==> config.mk <==
export PLATFORM = sky130hd
export DESIGN_NAME = msb_first_bit_reader_flat
export DESIGN_NICKNAME = d
export VERILOG_FILES = /design/src/rtl/msbr_pkg.sv /design/src/rtl/msbr_in_if.sv /design/src/rtl/msbr_out_if.sv /design/src/rtl/msbr_datapath.sv /design/src/rtl/msbr_ctrl.sv /design/src/rtl/msb_first_bit_reader.sv /design/src/flat_wrapper.sv
export SDC_FILE = /design/constraint.sdc
export NUM_CORES = 2
export LEC_CHECK = 0
export ABC_AREA = 1
export BUFFER_PORTS_ARGS = -buffer_cell sky130_fd_sc_hd__buf_4
export CORE_MARGIN = 10
export CORE_UTILIZATION = 30
export DETAILED_ROUTE_END_ITERATION = 8
export GPL_ROUTABILITY_DRIVEN = 0
export GPL_TIMING_DRIVEN = 0
export PLACE_DENSITY = 0.5
export SYNTH_ARGS = -nofsm -noshare
export SYNTH_HDL_FRONTEND = slang
export SYNTH_HIERARCHICAL = 1
export SYNTH_SLANG_ARGS = --single-unit
==> constraint.sdc <==
create_clock -name clk -period 11.8 [get_ports clk]
set_clock_uncertainty 0.05 [all_clocks]
set_input_delay 2.95 -clock clk [delete_from_list [all_inputs] [get_ports clk]]
set_output_delay 2.95 -clock clk [all_outputs]
set_load 0.02 [all_outputs]
==> src/rtl/msbr_pkg.sv <==
// ----------------------------------------------------------------------------
// msbr_pkg
// Shared constants, codes and controller/datapath types of the MSB-first
// bit reader.
// ----------------------------------------------------------------------------
package msbr_pkg;

  localparam int FIFO_DEPTH   = 64;
  localparam int FIFO_AW      = $clog2(FIFO_DEPTH);
  localparam int FILL_W       = $clog2(FIFO_DEPTH + 1);
  localparam int POS_W        = 48;
  localparam int CACHE_BITS   = 64;
  localparam int CNT_W        = 7;
  localparam int REFILL_LIMIT = 56;
  localparam int MAX_READ     = 32;
  localparam int BYTE_BITS    = 8;
  localparam int VALUE_W      = 32;
  localparam int AVAIL_W      = 10;
  localparam int ACTION_W     = 3;
  localparam int COUNT_W      = 7;

  typedef enum logic [ACTION_W-1:0] {
    ACT_PUSH      = 3'd0,
    ACT_READ_U    = 3'd1,
    ACT_READ_S    = 3'd2,
    ACT_SKIP      = 3'd3,
    ACT_ALIGN     = 3'd4,
    ACT_RESET_POS = 3'd5,
    ACT_CLEAR     = 3'd6
  } action_t;

  typedef enum logic [2:0] {
    ST_IDLE,
    ST_CHECK,
    ST_FETCH,
    ST_LOAD,
    ST_MORE
  } state_t;

  typedef struct packed {
    logic accept;
    logic fetch;
    logic load;
    logic exec;
  } dp_cmd_t;

  typedef struct packed {
    logic need_refill;
    logic can_refill;
  } dp_status_t;

endpackage

==> src/rtl/msbr_in_if.sv <==
// ----------------------------------------------------------------------------
// msbr_in_if
// Request channel of the bit reader: action, pushed byte and bit count.
// ----------------------------------------------------------------------------
interface msbr_in_if;
  import msbr_pkg::*;

  logic                valid;
  logic                ready;
  logic [ACTION_W-1:0] action;
  logic [7:0]          data_byte;
  logic [COUNT_W-1:0]  bit_len;

  modport source (output valid, output action, output data_byte, output bit_len,
                  input ready);
  modport sink   (input valid, input action, input data_byte, input bit_len,
                  output ready);
endinterface

==> src/rtl/msbr_out_if.sv <==
// ----------------------------------------------------------------------------
// msbr_out_if
// Result channel of the bit reader: read value, status and stream position.
// ----------------------------------------------------------------------------
interface msbr_out_if;
  import msbr_pkg::*;

  logic               valid;
  logic               ready;
  logic [VALUE_W-1:0] value;
  logic               ok;
  logic [AVAIL_W-1:0] available_bits;
  logic [POS_W-1:0]   bit_position;
  logic               byte_aligned;

  modport source (output valid, output value, output ok, output available_bits,
                  output bit_position, output byte_aligned, input ready);
  modport sink   (input valid, input value, input ok, input available_bits,
                  input bit_position, input byte_aligned, output ready);
endinterface

==> src/rtl/msbr_datapath.sv <==
// ----------------------------------------------------------------------------
// msbr_datapath
// Byte FIFO memory, 64-bit bit cache, position counter and result register.
// ----------------------------------------------------------------------------
module msbr_datapath (
  input  logic                           clk,
  input  logic                           rst_n,
  input  msbr_pkg::dp_cmd_t              cmd,
  input  logic [msbr_pkg::ACTION_W-1:0]  req_action,
  input  logic [7:0]                     req_data_byte,
  input  logic [msbr_pkg::COUNT_W-1:0]   req_bit_len,
  output msbr_pkg::dp_status_t           status,
  output logic [msbr_pkg::VALUE_W-1:0]   res_value,
  output logic                           res_ok,
  output logic [msbr_pkg::AVAIL_W-1:0]   res_available_bits,
  output logic [msbr_pkg::POS_W-1:0]     res_bit_position,
  output logic                           res_byte_aligned
);
  import msbr_pkg::*;

  localparam int VIDX_W = $clog2(VALUE_W);

  logic [BYTE_BITS-1:0]  byte_mem [FIFO_DEPTH];
  logic [BYTE_BITS-1:0]  rdata_r;

  logic [FIFO_AW-1:0]    rd_ptr_r, rd_ptr_nxt;
  logic [FIFO_AW-1:0]    wr_ptr_r, wr_ptr_nxt;
  logic [FILL_W-1:0]     fill_r, fill_nxt;
  logic [CACHE_BITS-1:0] cache_r, cache_nxt;
  logic [CNT_W-1:0]      cnt_r, cnt_nxt;
  logic [POS_W-1:0]      pos_r, pos_nxt;

  logic [ACTION_W-1:0]   act_r;
  logic [7:0]            data_r;
  logic [COUNT_W-1:0]    count_r;

  logic [VALUE_W-1:0]    value_r;
  logic                  ok_r;
  logic [AVAIL_W-1:0]    avail_r;
  logic [POS_W-1:0]      bitpos_r;
  logic                  aligned_r;

  action_t               act;
  logic [2:0]            pad;
  logic                  req_ok;
  logic [CNT_W-1:0]      req_bits;
  logic                  have;
  logic [CNT_W-1:0]      cnt_cons;
  logic [CACHE_BITS-1:0] shifted;
  logic [VALUE_W:0]      rmask_w;
  logic [VALUE_W-1:0]    rmask;
  logic [VALUE_W-1:0]    raw;
  logic [VIDX_W-1:0]     sign_idx;
  logic [VALUE_W-1:0]    signed_val;
  logic [CACHE_BITS:0]   keep_w;
  logic [CACHE_BITS-1:0] keep;
  logic                  mem_we;
  logic [VALUE_W-1:0]    value_v;
  logic                  ok_v;

  assign act = action_t'(act_r);
  // bits to the next byte boundary of the consumed count
  assign pad = 3'd0 - pos_r[2:0];

  always_comb begin
    req_ok   = 1'b0;
    req_bits = '0;
    case (act)
      ACT_READ_U, ACT_READ_S: begin
        req_ok   = (count_r != '0) && (count_r <= COUNT_W'(MAX_READ));
        req_bits = CNT_W'(count_r);
      end
      ACT_SKIP: begin
        req_ok   = (count_r <= COUNT_W'(CACHE_BITS));
        req_bits = CNT_W'(count_r);
      end
      ACT_ALIGN: begin
        req_ok   = (pad != 3'd0);
        req_bits = CNT_W'(pad);
      end
      default: begin
        req_ok   = 1'b0;
        req_bits = '0;
      end
    endcase
  end

  assign have               = (cnt_r >= req_bits);
  assign status.need_refill = req_ok && !have;
  assign status.can_refill  = (cnt_r <= CNT_W'(REFILL_LIMIT)) && (fill_r != '0);

  // extract the oldest bits of the cache, right aligned
  assign cnt_cons   = cnt_r - req_bits;
  assign shifted    = cache_r >> cnt_cons;
  assign rmask_w    = ({{VALUE_W{1'b0}}, 1'b1} << count_r) - 1'b1;
  assign rmask      = rmask_w[VALUE_W-1:0];
  assign raw        = shifted[VALUE_W-1:0] & rmask;
  assign sign_idx   = VIDX_W'(count_r - 1'b1);
  assign signed_val = ((count_r < COUNT_W'(VALUE_W)) && raw[sign_idx]) ? (raw | ~rmask) : raw;
  assign keep_w     = ({{CACHE_BITS{1'b0}}, 1'b1} << cnt_cons) - 1'b1;
  assign keep       = keep_w[CACHE_BITS-1:0];

  always_comb begin
    rd_ptr_nxt = rd_ptr_r;
    wr_ptr_nxt = wr_ptr_r;
    fill_nxt   = fill_r;
    cache_nxt  = cache_r;
    cnt_nxt    = cnt_r;
    pos_nxt    = pos_r;
    mem_we     = 1'b0;
    value_v    = '0;
    ok_v       = 1'b0;

    if (cmd.fetch) begin
      rd_ptr_nxt = (rd_ptr_r == FIFO_AW'(FIFO_DEPTH - 1)) ? '0 : rd_ptr_r + 1'b1;
      fill_nxt   = fill_r - 1'b1;
    end

    if (cmd.load) begin
      cache_nxt = {cache_r[CACHE_BITS-BYTE_BITS-1:0], rdata_r};
      cnt_nxt   = cnt_r + CNT_W'(BYTE_BITS);
    end

    if (cmd.exec) begin
      case (act)
        ACT_PUSH: begin
          if (fill_r != FILL_W'(FIFO_DEPTH)) begin
            mem_we     = 1'b1;
            wr_ptr_nxt = (wr_ptr_r == FIFO_AW'(FIFO_DEPTH - 1)) ? '0 : wr_ptr_r + 1'b1;
            fill_nxt   = fill_r + 1'b1;
            ok_v       = 1'b1;
          end
        end
        ACT_READ_U, ACT_READ_S: begin
          if (count_r == '0) begin
            ok_v = 1'b1;
          end else if (req_ok && have) begin
            value_v   = (act == ACT_READ_S) ? signed_val : raw;
            cnt_nxt   = cnt_cons;
            pos_nxt   = pos_r + POS_W'(req_bits);
            cache_nxt = cache_r & keep;
            ok_v      = 1'b1;
          end
        end
        ACT_SKIP, ACT_ALIGN: begin
          if (act == ACT_ALIGN && pad == 3'd0) begin
            ok_v = 1'b1;
          end else if (req_ok && have) begin
            cnt_nxt   = cnt_cons;
            pos_nxt   = pos_r + POS_W'(req_bits);
            cache_nxt = cache_r & keep;
            ok_v      = 1'b1;
          end
        end
        ACT_RESET_POS: begin
          pos_nxt = '0;
          ok_v    = 1'b1;
        end
        ACT_CLEAR: begin
          rd_ptr_nxt = '0;
          wr_ptr_nxt = '0;
          fill_nxt   = '0;
          cache_nxt  = '0;
          cnt_nxt    = '0;
          pos_nxt    = '0;
          ok_v       = 1'b1;
        end
        default: begin
          ok_v = 1'b0;
        end
      endcase
    end
  end

  always_ff @(posedge clk) begin
    if (!rst_n) begin
      rd_ptr_r <= '0;
      wr_ptr_r <= '0;
      fill_r   <= '0;
      cache_r  <= '0;
      cnt_r    <= '0;
      pos_r    <= '0;
    end else begin
      rd_ptr_r <= rd_ptr_nxt;
      wr_ptr_r <= wr_ptr_nxt;
      fill_r   <= fill_nxt;
      cache_r  <= cache_nxt;
      cnt_r    <= cnt_nxt;
      pos_r    <= pos_nxt;
    end
  end

  always_ff @(posedge clk) begin
    if (cmd.accept) begin
      act_r   <= req_action;
      data_r  <= req_data_byte;
      count_r <= req_bit_len;
    end
  end

  always_ff @(posedge clk) begin
    if (cmd.exec) begin
      value_r   <= value_v;
      ok_r      <= ok_v;
      avail_r   <= AVAIL_W'({fill_nxt, 3'b000}) + AVAIL_W'(cnt_nxt);
      bitpos_r  <= pos_nxt;
      aligned_r <= (pos_nxt[2:0] == 3'd0);
    end
  end

  always_ff @(posedge clk) begin
    if (mem_we) begin
      byte_mem[wr_ptr_r] <= data_r;
    end
  end

  always_ff @(posedge clk) begin
    if (cmd.fetch) begin
      rdata_r <= byte_mem[rd_ptr_r];
    end
  end

  assign res_value          = value_r;
  assign res_ok             = ok_r;
  assign res_available_bits = avail_r;
  assign res_bit_position   = bitpos_r;
  assign res_byte_aligned   = aligned_r;

  a_fill_bound: assert property (@(posedge clk) disable iff (!rst_n)
    fill_r <= FILL_W'(FIFO_DEPTH))
    else $error("byte FIFO fill above depth");

  a_cache_bound: assert property (@(posedge clk) disable iff (!rst_n)
    cnt_r <= CNT_W'(CACHE_BITS))
    else $error("bit cache count above capacity");

  a_fetch_legal: assert property (@(posedge clk) disable iff (!rst_n)
    cmd.fetch |-> (fill_r != '0) && (cnt_r <= CNT_W'(REFILL_LIMIT)))
    else $error("refill fetch from empty FIFO or into full cache");

endmodule

==> src/rtl/msbr_ctrl.sv <==
// ----------------------------------------------------------------------------
// msbr_ctrl
// Sequencer of the bit reader: request accept, byte-wise cache refill and
// result hand-off into the output register.
// ----------------------------------------------------------------------------
module msbr_ctrl (
  input  logic                 clk,
  input  logic                 rst_n,
  input  logic                 in_valid,
  output logic                 in_ready,
  output logic                 out_valid,
  input  logic                 out_ready,
  input  msbr_pkg::dp_status_t status,
  output msbr_pkg::dp_cmd_t    cmd
);
  import msbr_pkg::*;

  state_t state_r, state_nxt;
  logic   out_valid_r, out_valid_nxt;
  logic   out_free;

  assign out_free = !out_valid_r || out_ready;

  always_ff @(posedge clk) begin
    if (!rst_n) begin
      state_r     <= ST_IDLE;
      out_valid_r <= 1'b0;
    end else begin
      state_r     <= state_nxt;
      out_valid_r <= out_valid_nxt;
    end
  end

  always_comb begin
    state_nxt = state_r;
    cmd       = '0;
    in_ready  = (state_r == ST_IDLE);
    case (state_r)
      ST_IDLE: begin
        if (in_valid) begin
          cmd.accept = 1'b1;
          state_nxt  = ST_CHECK;
        end
      end
      ST_CHECK: begin
        if (status.need_refill && status.can_refill) begin
          state_nxt = ST_FETCH;
        end else if (out_free) begin
          cmd.exec  = 1'b1;
          state_nxt = ST_IDLE;
        end
      end
      ST_FETCH: begin
        cmd.fetch = 1'b1;
        state_nxt = ST_LOAD;
      end
      ST_LOAD: begin
        cmd.load  = 1'b1;
        state_nxt = ST_MORE;
      end
      ST_MORE: begin
        // a started refill runs until the cache is full or the FIFO empty
        if (status.can_refill) begin
          state_nxt = ST_FETCH;
        end else if (out_free) begin
          cmd.exec  = 1'b1;
          state_nxt = ST_IDLE;
        end
      end
      default: begin
        state_nxt = ST_IDLE;
      end
    endcase
  end

  assign out_valid_nxt = cmd.exec ? 1'b1 : (out_ready ? 1'b0 : out_valid_r);
  assign out_valid     = out_valid_r;

  a_exec_free: assert property (@(posedge clk) disable iff (!rst_n)
    cmd.exec |-> (!out_valid_r || out_ready))
    else $error("result overwrites one not yet taken");

  a_accept_check: assert property (@(posedge clk) disable iff (!rst_n)
    (in_valid && in_ready) |=> (state_r == ST_CHECK))
    else $error("accepted request not checked next");

  a_fetch_load: assert property (@(posedge clk) disable iff (!rst_n)
    (state_r == ST_FETCH) |=> (state_r == ST_LOAD))
    else $error("FIFO read data not loaded into cache");

endmodule

==> src/rtl/msb_first_bit_reader.sv <==
// ----------------------------------------------------------------------------
// msb_first_bit_reader
// MSB-first bit reader: byte FIFO feeding a 64-bit bit cache, with read,
// signed read, skip, align, position reset and clear requests.
//
//   channel  | dir | handshake       | payload
//   ---------+-----+-----------------+-------------------------------------
//   in_ch    | in  | valid / ready   | action, data_byte, bit_len
//   out_ch   | out | valid / ready   | value, ok, available_bits,
//            |     |                 | bit_position, byte_aligned
//
// One request at a time: a request that needs no refill is accepted, then
// executed, and each byte moved from the FIFO into the cache adds a memory
// read, a cache shift and a loop check; a refill moves at most 8 bytes.
// Synchronous active-low reset empties the FIFO, cache and position.
// A result waits in the output register; the next request is accepted and
// worked on meanwhile and stalls only at its own hand-off.
// ----------------------------------------------------------------------------
module msb_first_bit_reader (
  input  logic              clk,
  input  logic              rst_n,
  msbr_in_if.sink           in_ch,
  msbr_out_if.source        out_ch
);
  import msbr_pkg::*;

  dp_cmd_t    cmd;
  dp_status_t status;

  msbr_ctrl u_ctrl (
    .clk       (clk),
    .rst_n     (rst_n),
    .in_valid  (in_ch.valid),
    .in_ready  (in_ch.ready),
    .out_valid (out_ch.valid),
    .out_ready (out_ch.ready),
    .status    (status),
    .cmd       (cmd)
  );

  msbr_datapath u_datapath (
    .clk                (clk),
    .rst_n              (rst_n),
    .cmd                (cmd),
    .req_action         (in_ch.action),
    .req_data_byte      (in_ch.data_byte),
    .req_bit_len        (in_ch.bit_len),
    .status             (status),
    .res_value          (out_ch.value),
    .res_ok             (out_ch.ok),
    .res_available_bits (out_ch.available_bits),
    .res_bit_position   (out_ch.bit_position),
    .res_byte_aligned   (out_ch.byte_aligned)
  );

endmodule
==> src/flat_wrapper.sv <==
// flat-port wrapper written by rule: the top's interface ports become plain ports
module msb_first_bit_reader_flat import msbr_pkg::*;
  (clk, rst_n, in_ch_valid, in_ch_action, in_ch_data_byte, in_ch_bit_len, in_ch_ready, out_ch_valid, out_ch_value, out_ch_ok, out_ch_available_bits, out_ch_bit_position, out_ch_byte_aligned, out_ch_ready);
  msbr_in_if in_ch_i ();
  msbr_out_if out_ch_i ();
  input  logic clk;
  input  logic rst_n;
  input wire logic [$bits(in_ch_i.valid)-1:0] in_ch_valid;
  input wire logic [$bits(in_ch_i.action)-1:0] in_ch_action;
  input wire logic [$bits(in_ch_i.data_byte)-1:0] in_ch_data_byte;
  input wire logic [$bits(in_ch_i.bit_len)-1:0] in_ch_bit_len;
  output wire logic [$bits(in_ch_i.ready)-1:0] in_ch_ready;
  output wire logic [$bits(out_ch_i.valid)-1:0] out_ch_valid;
  output wire logic [$bits(out_ch_i.value)-1:0] out_ch_value;
  output wire logic [$bits(out_ch_i.ok)-1:0] out_ch_ok;
  output wire logic [$bits(out_ch_i.available_bits)-1:0] out_ch_available_bits;
  output wire logic [$bits(out_ch_i.bit_position)-1:0] out_ch_bit_position;
  output wire logic [$bits(out_ch_i.byte_aligned)-1:0] out_ch_byte_aligned;
  input wire logic [$bits(out_ch_i.ready)-1:0] out_ch_ready;
  assign in_ch_i.valid = in_ch_valid;
  assign in_ch_i.action = in_ch_action;
  assign in_ch_i.data_byte = in_ch_data_byte;
  assign in_ch_i.bit_len = in_ch_bit_len;
  assign in_ch_ready = in_ch_i.ready;
  assign out_ch_valid = out_ch_i.valid;
  assign out_ch_value = out_ch_i.value;
  assign out_ch_ok = out_ch_i.ok;
  assign out_ch_available_bits = out_ch_i.available_bits;
  assign out_ch_bit_position = out_ch_i.bit_position;
  assign out_ch_byte_aligned = out_ch_i.byte_aligned;
  assign out_ch_i.ready = out_ch_ready;
  msb_first_bit_reader u_core (.clk(clk), .rst_n(rst_n), .in_ch(in_ch_i), .out_ch(out_ch_i));
endmodule
After elaboration in Yosys (flattened, before gate mapping)
Memories as Yosys holds them, arrays and structs flattened. A register that Yosys moved wholly into a read port is not among the register bits.
Index checks and enable logic that the tools add are counted.
{ "word_totals": {"reg_bits": 252, "mem_bits_rw": 512, "in_bits": 22, "word_cells": 143, "memories": 1} }
{ "mem_list": {"columns": ["memory", "words", "width", "rd", "rd_ports_with_merged_regs", "wr", "line_no", "source"], "rows": [
  ["u_core.u_datapath.byte_mem", 64, 8, 1, 1, 1, "msbr_datapath.sv:23", "logic [BYTE_BITS-1:0] byte_mem [FIFO_DEPTH];"]
]} }
{ "classes": {"addsub": 12, "n_lt_le_gt_ge": 6, "eq_ne": 15, "shift": 3, "n_mux": 58, "n_bitwise": 6, "n_reduce_logical": 26} }
{ "ops": {"columns": ["operator", "n"], "rows": [
  ["$mux W64", 5],
  ["$mux W48", 4],
  ["$pmux W64 S3", 1],
  ["$pmux W48 S3", 1],
  ["$and A64 B64 Y64", 1],
  ["$mux W32", 2],
  ["$shl A1 B7 Y64 const A", 1],
  ["$shr A64 B7 Y32", 1],
  ["$sub A64 B1 Y64 const B", 1],
  ["$mux W7", 8],
  ["$add A48 B7 Y48", 1],
  ["$mux W6", 6],
  ["$and A32 B32 Y32", 1],
  ["$not A32 Y32", 1],
  ["$or A32 B32 Y32", 1],
  ["$shl A1 B7 Y32 const A", 1],
  ["$sub A32 B1 Y32 const B", 1],
  ["$pmux W7 S2", 2],
  ["$pmux W7 S3", 1],
  ["$mux W1", 18],
  ["$pmux W3 S5", 1],
  ["$le A7 B6 Y1 const B", 2],
  ["$reduce_bool A7 Y1", 2],
  ["$add A6 B1 Y6 const B", 2],
  ["34 further kinds", 61]
]} }

Longest topological paths before layout
{ "logic_depth": {"word_depth": 12, "mapped_depth": 36, "ltp_nobuf": 34} }

Cells and area by module
The synthesis kept the hierarchy.
{ "modules_own_cells": {"columns": ["mod", "n_inst", "cells_each", "area_per_inst_um2", "seq_area_each_um2"], "rows": [
  ["msbr_datapath", 1, 5413, 43366.6, 21680.8],
  ["msbr_ctrl", 1, 47, 272.8, 80.1]
]} }

Least setup slack after synthesis
OpenSTA, ideal clock, no wires.
{ "synth_timing": {"path_type": "input -> register", "start": "in out_ch_ready", "end": "reg u_core.u_datapath.avail_r[9] (netlist: u_core/u_datapath/res_available_bits[9]), data pin", "setup_ns": 0.262, "t_arrival_ns": 5.775, "path_slack_ns": 5.713, "stages": 15, "path_cell_list": "nor2_1 a21oi_1 buf_4 o21ai_0 clkbuf_1 a311oi_1 o221ai_1 o21ai_0 inv_1 ha_1 nand2_1 nor2_1 a211oi_1 nor3_1 xnor2_1"} }
{ "synth_lines": {"columns": ["item", "line_no", "source"], "rows": [
  ["from (decl)", "flat_wrapper.sv:19", "input wire logic [$bits(out_ch_i.ready)-1:0] out_ch_ready;"],
  ["to (signal assigned)", "msbr_datapath.sv:205", "avail_r <= AVAIL_W'({fill_nxt, 3'b000}) + AVAIL_W'(cnt_nxt);"],
  ["to (decl)", "msbr_datapath.sv:39", "logic [AVAIL_W-1:0] avail_r;"]
]} }

==> flow_summary.toml <==
[status]
status = "finished, final reports clean"

[finish]
drive_gt1_share_pct = 7.26
final_util_pct = 35.0
syn_to_final_growth_pct = 15.6
multi_input_area_um2 = 18900
register_area_um2 = 21800
nFillCells = 15248
fin_area_um2 = 50500
fin_nets = 5740

[routing]
vias_per_cell = 5.58
first_pass_iters = 6
wl_met1_um = 76700
dr_total_vias = 42771
drt-initial-drc-count = 5920
dr_wl_met2_um = 82900
post-route-drc-count = 0
wl_met3_um = 18700
detail_route.wl_per_cell_um = 24.7
highest_layer = "met5"
drt_wl_total_um = 189000
antenna_left = 0

[floorplan]
start_util_pct = 30.3
coreArea_um2 = 144000
ios = 116
die_h_um = 401
die_w_um = 401
rows = 139
dieArea_um2 = 161000

[global_routing]
antenna_found_initial = 3
grt_max_degree = 97
first_global_vias = 39703
grt_usage_pct = 22.3
overflow = 0
grt_pass1_wl_um = 271000

[yosys]
yosys-top-cells-area = "edfxtp_1, nand2_1, nand3_1"
synth_seq_area_share_pct = 49.9
synth-edff-count = 630
synth_top_area_cell = "edfxtp_1"
ys_ff_latch = 772
avgSynthCellArea_um2 = 7.99
ys_warn_count = 6
synth.distinct_cells = 58
synth_cells = 5460
synthArstFlopShare_pct = 0
synth_flop_cell = "edfxtp_1"
syn_area_um2 = 43600
synthDominantCellAreaShare_pct = 43.4
syn_nets = 5516

[critical_path]
cpMaxStageDelayCell = "o21ai_0"
crit_fanout = 90
r2r_end = "u_core/u_datapath/res_available_bits[9]$_DFFE_PP_"
slowest_delay_ns = 1.01
rr_worst_depth = 31
crit_type = "flop to flop"
end_kind = "flop"
cp_common_cell = "nand2_1"
worstReg2RegStart = "u_core/u_datapath/act[0]$_DFFE_PP_"
cp-start-kind = "flop"
r2r_setup_slack_ns = 3.09
path_delay_family = "simple AND/OR/NAND/NOR gates"
critical_path_required_ns = 12.21
path_buf_inv = 8
critPathArrivalTime_ns = 9.12

[clock_tree]
clock-root-buffer = "clkbuf_16"
cts.clk_slew.worst_paths_ns = 0.06
clock-sinks = 772
post-cts-setup-buffers = 0
cts_buffers = 85
clk_latency_ns = 0.72
cts-htree-levels = 3
max-clock-path-buffers = 3
cts_resized = 0
cts_tree = "done"
cts_hold_buf = 0

[power]
p_per_area_nw_per_um2 = 145
vdd_drop_max_mv = 0.150
p_leak_nw = 19.4

[sta]
slew_headroom_pct = 3.91
finalHoldViolCount = 0
fin_crit_ns = 8.71
final.period_utilization_pct = 73.8
final-setup-viol-count = 0
slew_viol_final = 0
rsz0062_at_grt = "no"
finalSetupTns_ns = 0
fmaxAchievable_mhz = 115
tightest_slew_ns = 1.44

[placement]
dpl.hpwl_um = 140000
place_area_um2 = 47400
port_buffers = 115

[worst_hold_path]
whs_path_depth = 2
min_to = "u_core/u_datapath/cache_r[0]$_SDFF_PN0_"
hp-class = "flop to flop"
min_from = "u_core/u_datapath/cache_r[0]$_SDFF_PN0_"

[flow_run]
drv_cap = 0
[cells in the final DEF (no fill, tap or decap), types with 8 or more instances in the layout]
| cell | n |
|---|---|
| buf_2 | 63 |
| ha_1 | 30 |
| a21oi_1 | 150 |
| o211ai_1 | 103 |
| o221ai_1 | 55 |
| clkinv_2 | 10 |
| nand2_1 | 1156 |
| dfxtp_1 | 142 |
| nand4_1 | 125 |
| o22ai_1 | 98 |
| buf_1 | 16 |
| nor3_1 | 62 |
| clkbuf_1 | 230 |
| nand3_1 | 694 |
| xor2_1 | 61 |
| a211oi_1 | 13 |
| edfxtp_1 | 630 |
| a31oi_1 | 8 |
| buf_16 | 19 |
| nand2_2 | 12 |
| nor2_2 | 21 |
| nor2_1 | 815 |
| inv_2 | 15 |
| xnor2_1 | 18 |
| clkinv_1 | 15 |
| inv_1 | 413 |
| clkbuf_16 | 87 |
| o21ai_0 | 435 |
| buf_4 | 133 |
| bufinv_16 | 10 |
| o2111ai_1 | 12 |
[registers in the layout (all words and copies together), names as in the netlist, 7 cells and up]
register	flops
u_core/u_datapath/byte_mem	512
u_core/u_datapath/cache_r	64
u_core/u_datapath/cnt_r	7
u_core/u_datapath/count_r	7
u_core/u_datapath/data_r	8
u_core/u_datapath/fill_r	7
u_core/u_datapath/pos_r	48
u_core/u_datapath/rdata_r	8
u_core/u_datapath/res_available_bits	10
u_core/u_datapath/res_bit_position	48
u_core/u_datapath/res_value	32
[kinds of logic after synthesis]
| kind of cell | Yosys count | share of synthesized area [%] |
|---|---|---|
| and+or+nand+nor | 2923 | 28.5 |
| AOI/OAI and AO/OA | 903 | 12.1 |
| DFF | 772 | 49.9 |
| buffers and inverters | 749 | 6.87 |
| xor gates and xnor gates | 79 | 1.59 |
| adders and majority gates | 34 | 1.04 |
[routing by layer]
metal | vias up | track usage (%)
li1 | 19290 | -
met1 | 20589 | 29.3
met2 | 2405 | 34.9
met3 | 483 | 4.73
met4 | 4 | 10.5
met5 | - | 0
[layout make-up]
type,instances,area share (%)
clock inverter,52,1.33
buffer,318,2.74
multi-input combinational,3939,37.4
timing repair buffer,137,2.84
antenna,3,0.0149
clock buffer,106,4.57
sequential,772,43.1
inverter,431,3.21
tap,1903,4.72
[cells in the mapped netlist, types with 13 or more instances]
library cell,instances
nand4_1,125
nor3_1,63
xor2_1,61
a21oi_1,150
inv_2,15
a211oi_1,13
o21ai_0,435
o221ai_1,55
o211ai_1,103
nor2_1,817
o22ai_1,98
edfxtp_1,630
ha_1,30
clkbuf_1,217
dfxtp_1,142
buf_1,16
buf_2,63
nor2_2,20
buf_4,19
xnor2_1,18
inv_1,413
nand2_1,1156
nand3_1,694
[report_power, final]
group	internal [W]	switching, W	leakage, nW
combinational	0.000382	0.00104	11.1
clock	0.00163	0.00120	1.43
sequential	0.00300	0.0000508	6.88
[how the worst max path moves through the flow]
stage                                                   from                                           endpoint  slack, ns  depth (start not counted)
final                     u_core/u_datapath/act[0]$_DFFE_PP_  u_core/u_datapath/res_available_bits[9]$_DFFE_PP_       3.09                         31
after global routing      u_core/u_datapath/act[1]$_DFFE_PP_  u_core/u_datapath/res_available_bits[9]$_DFFE_PP_       2.65                         31
after CTS                 u_core/u_datapath/act[0]$_DFFE_PP_  u_core/u_datapath/res_available_bits[9]$_DFFE_PP_       3.11                         30
after detailed placement  u_core/u_datapath/act[0]$_DFFE_PP_  u_core/u_datapath/res_available_bits[9]$_DFFE_PP_       3.18                         30
after global placement    u_core/u_datapath/act[0]$_DFFE_PP_        u_core/u_datapath/byte_mem[47][6]$_DFFE_PP_       3.01                         26
after floorplan                                 out_ch_ready  u_core/u_datapath/res_available_bits[9]$_DFFE_PP_       5.71                         15
[tightest hold or removal path: cells and delay by family (launching register included)]
family             cells  cell delay, ns
DFF                    1            0.34
and+or+nand+nor        1            0.09
AOI/OAI and AO/OA      1            0.06
[through the flow]
| step | std cells | hold slack (ns) | total power [W] | worst slack (ns) |
|---|---|---|---|---|
| floorplan | 5460 | 0.427 | 0.00394 | 5.71 |
| global placement | 7478 | 0.463 | 0.00446 | 3.01 |
| detailed placement | 7499 | 0.480 | 0.00447 | 3.18 |
| CTS | 7657 | 0.491 | 0.00730 | 3.11 |
| global route | 7658 | 0.518 | 0.00755 | 2.65 |
| finish | 7661 | 0.486 | 0.00730 | 3.09 |
Power figures use the tool's default switching activity.
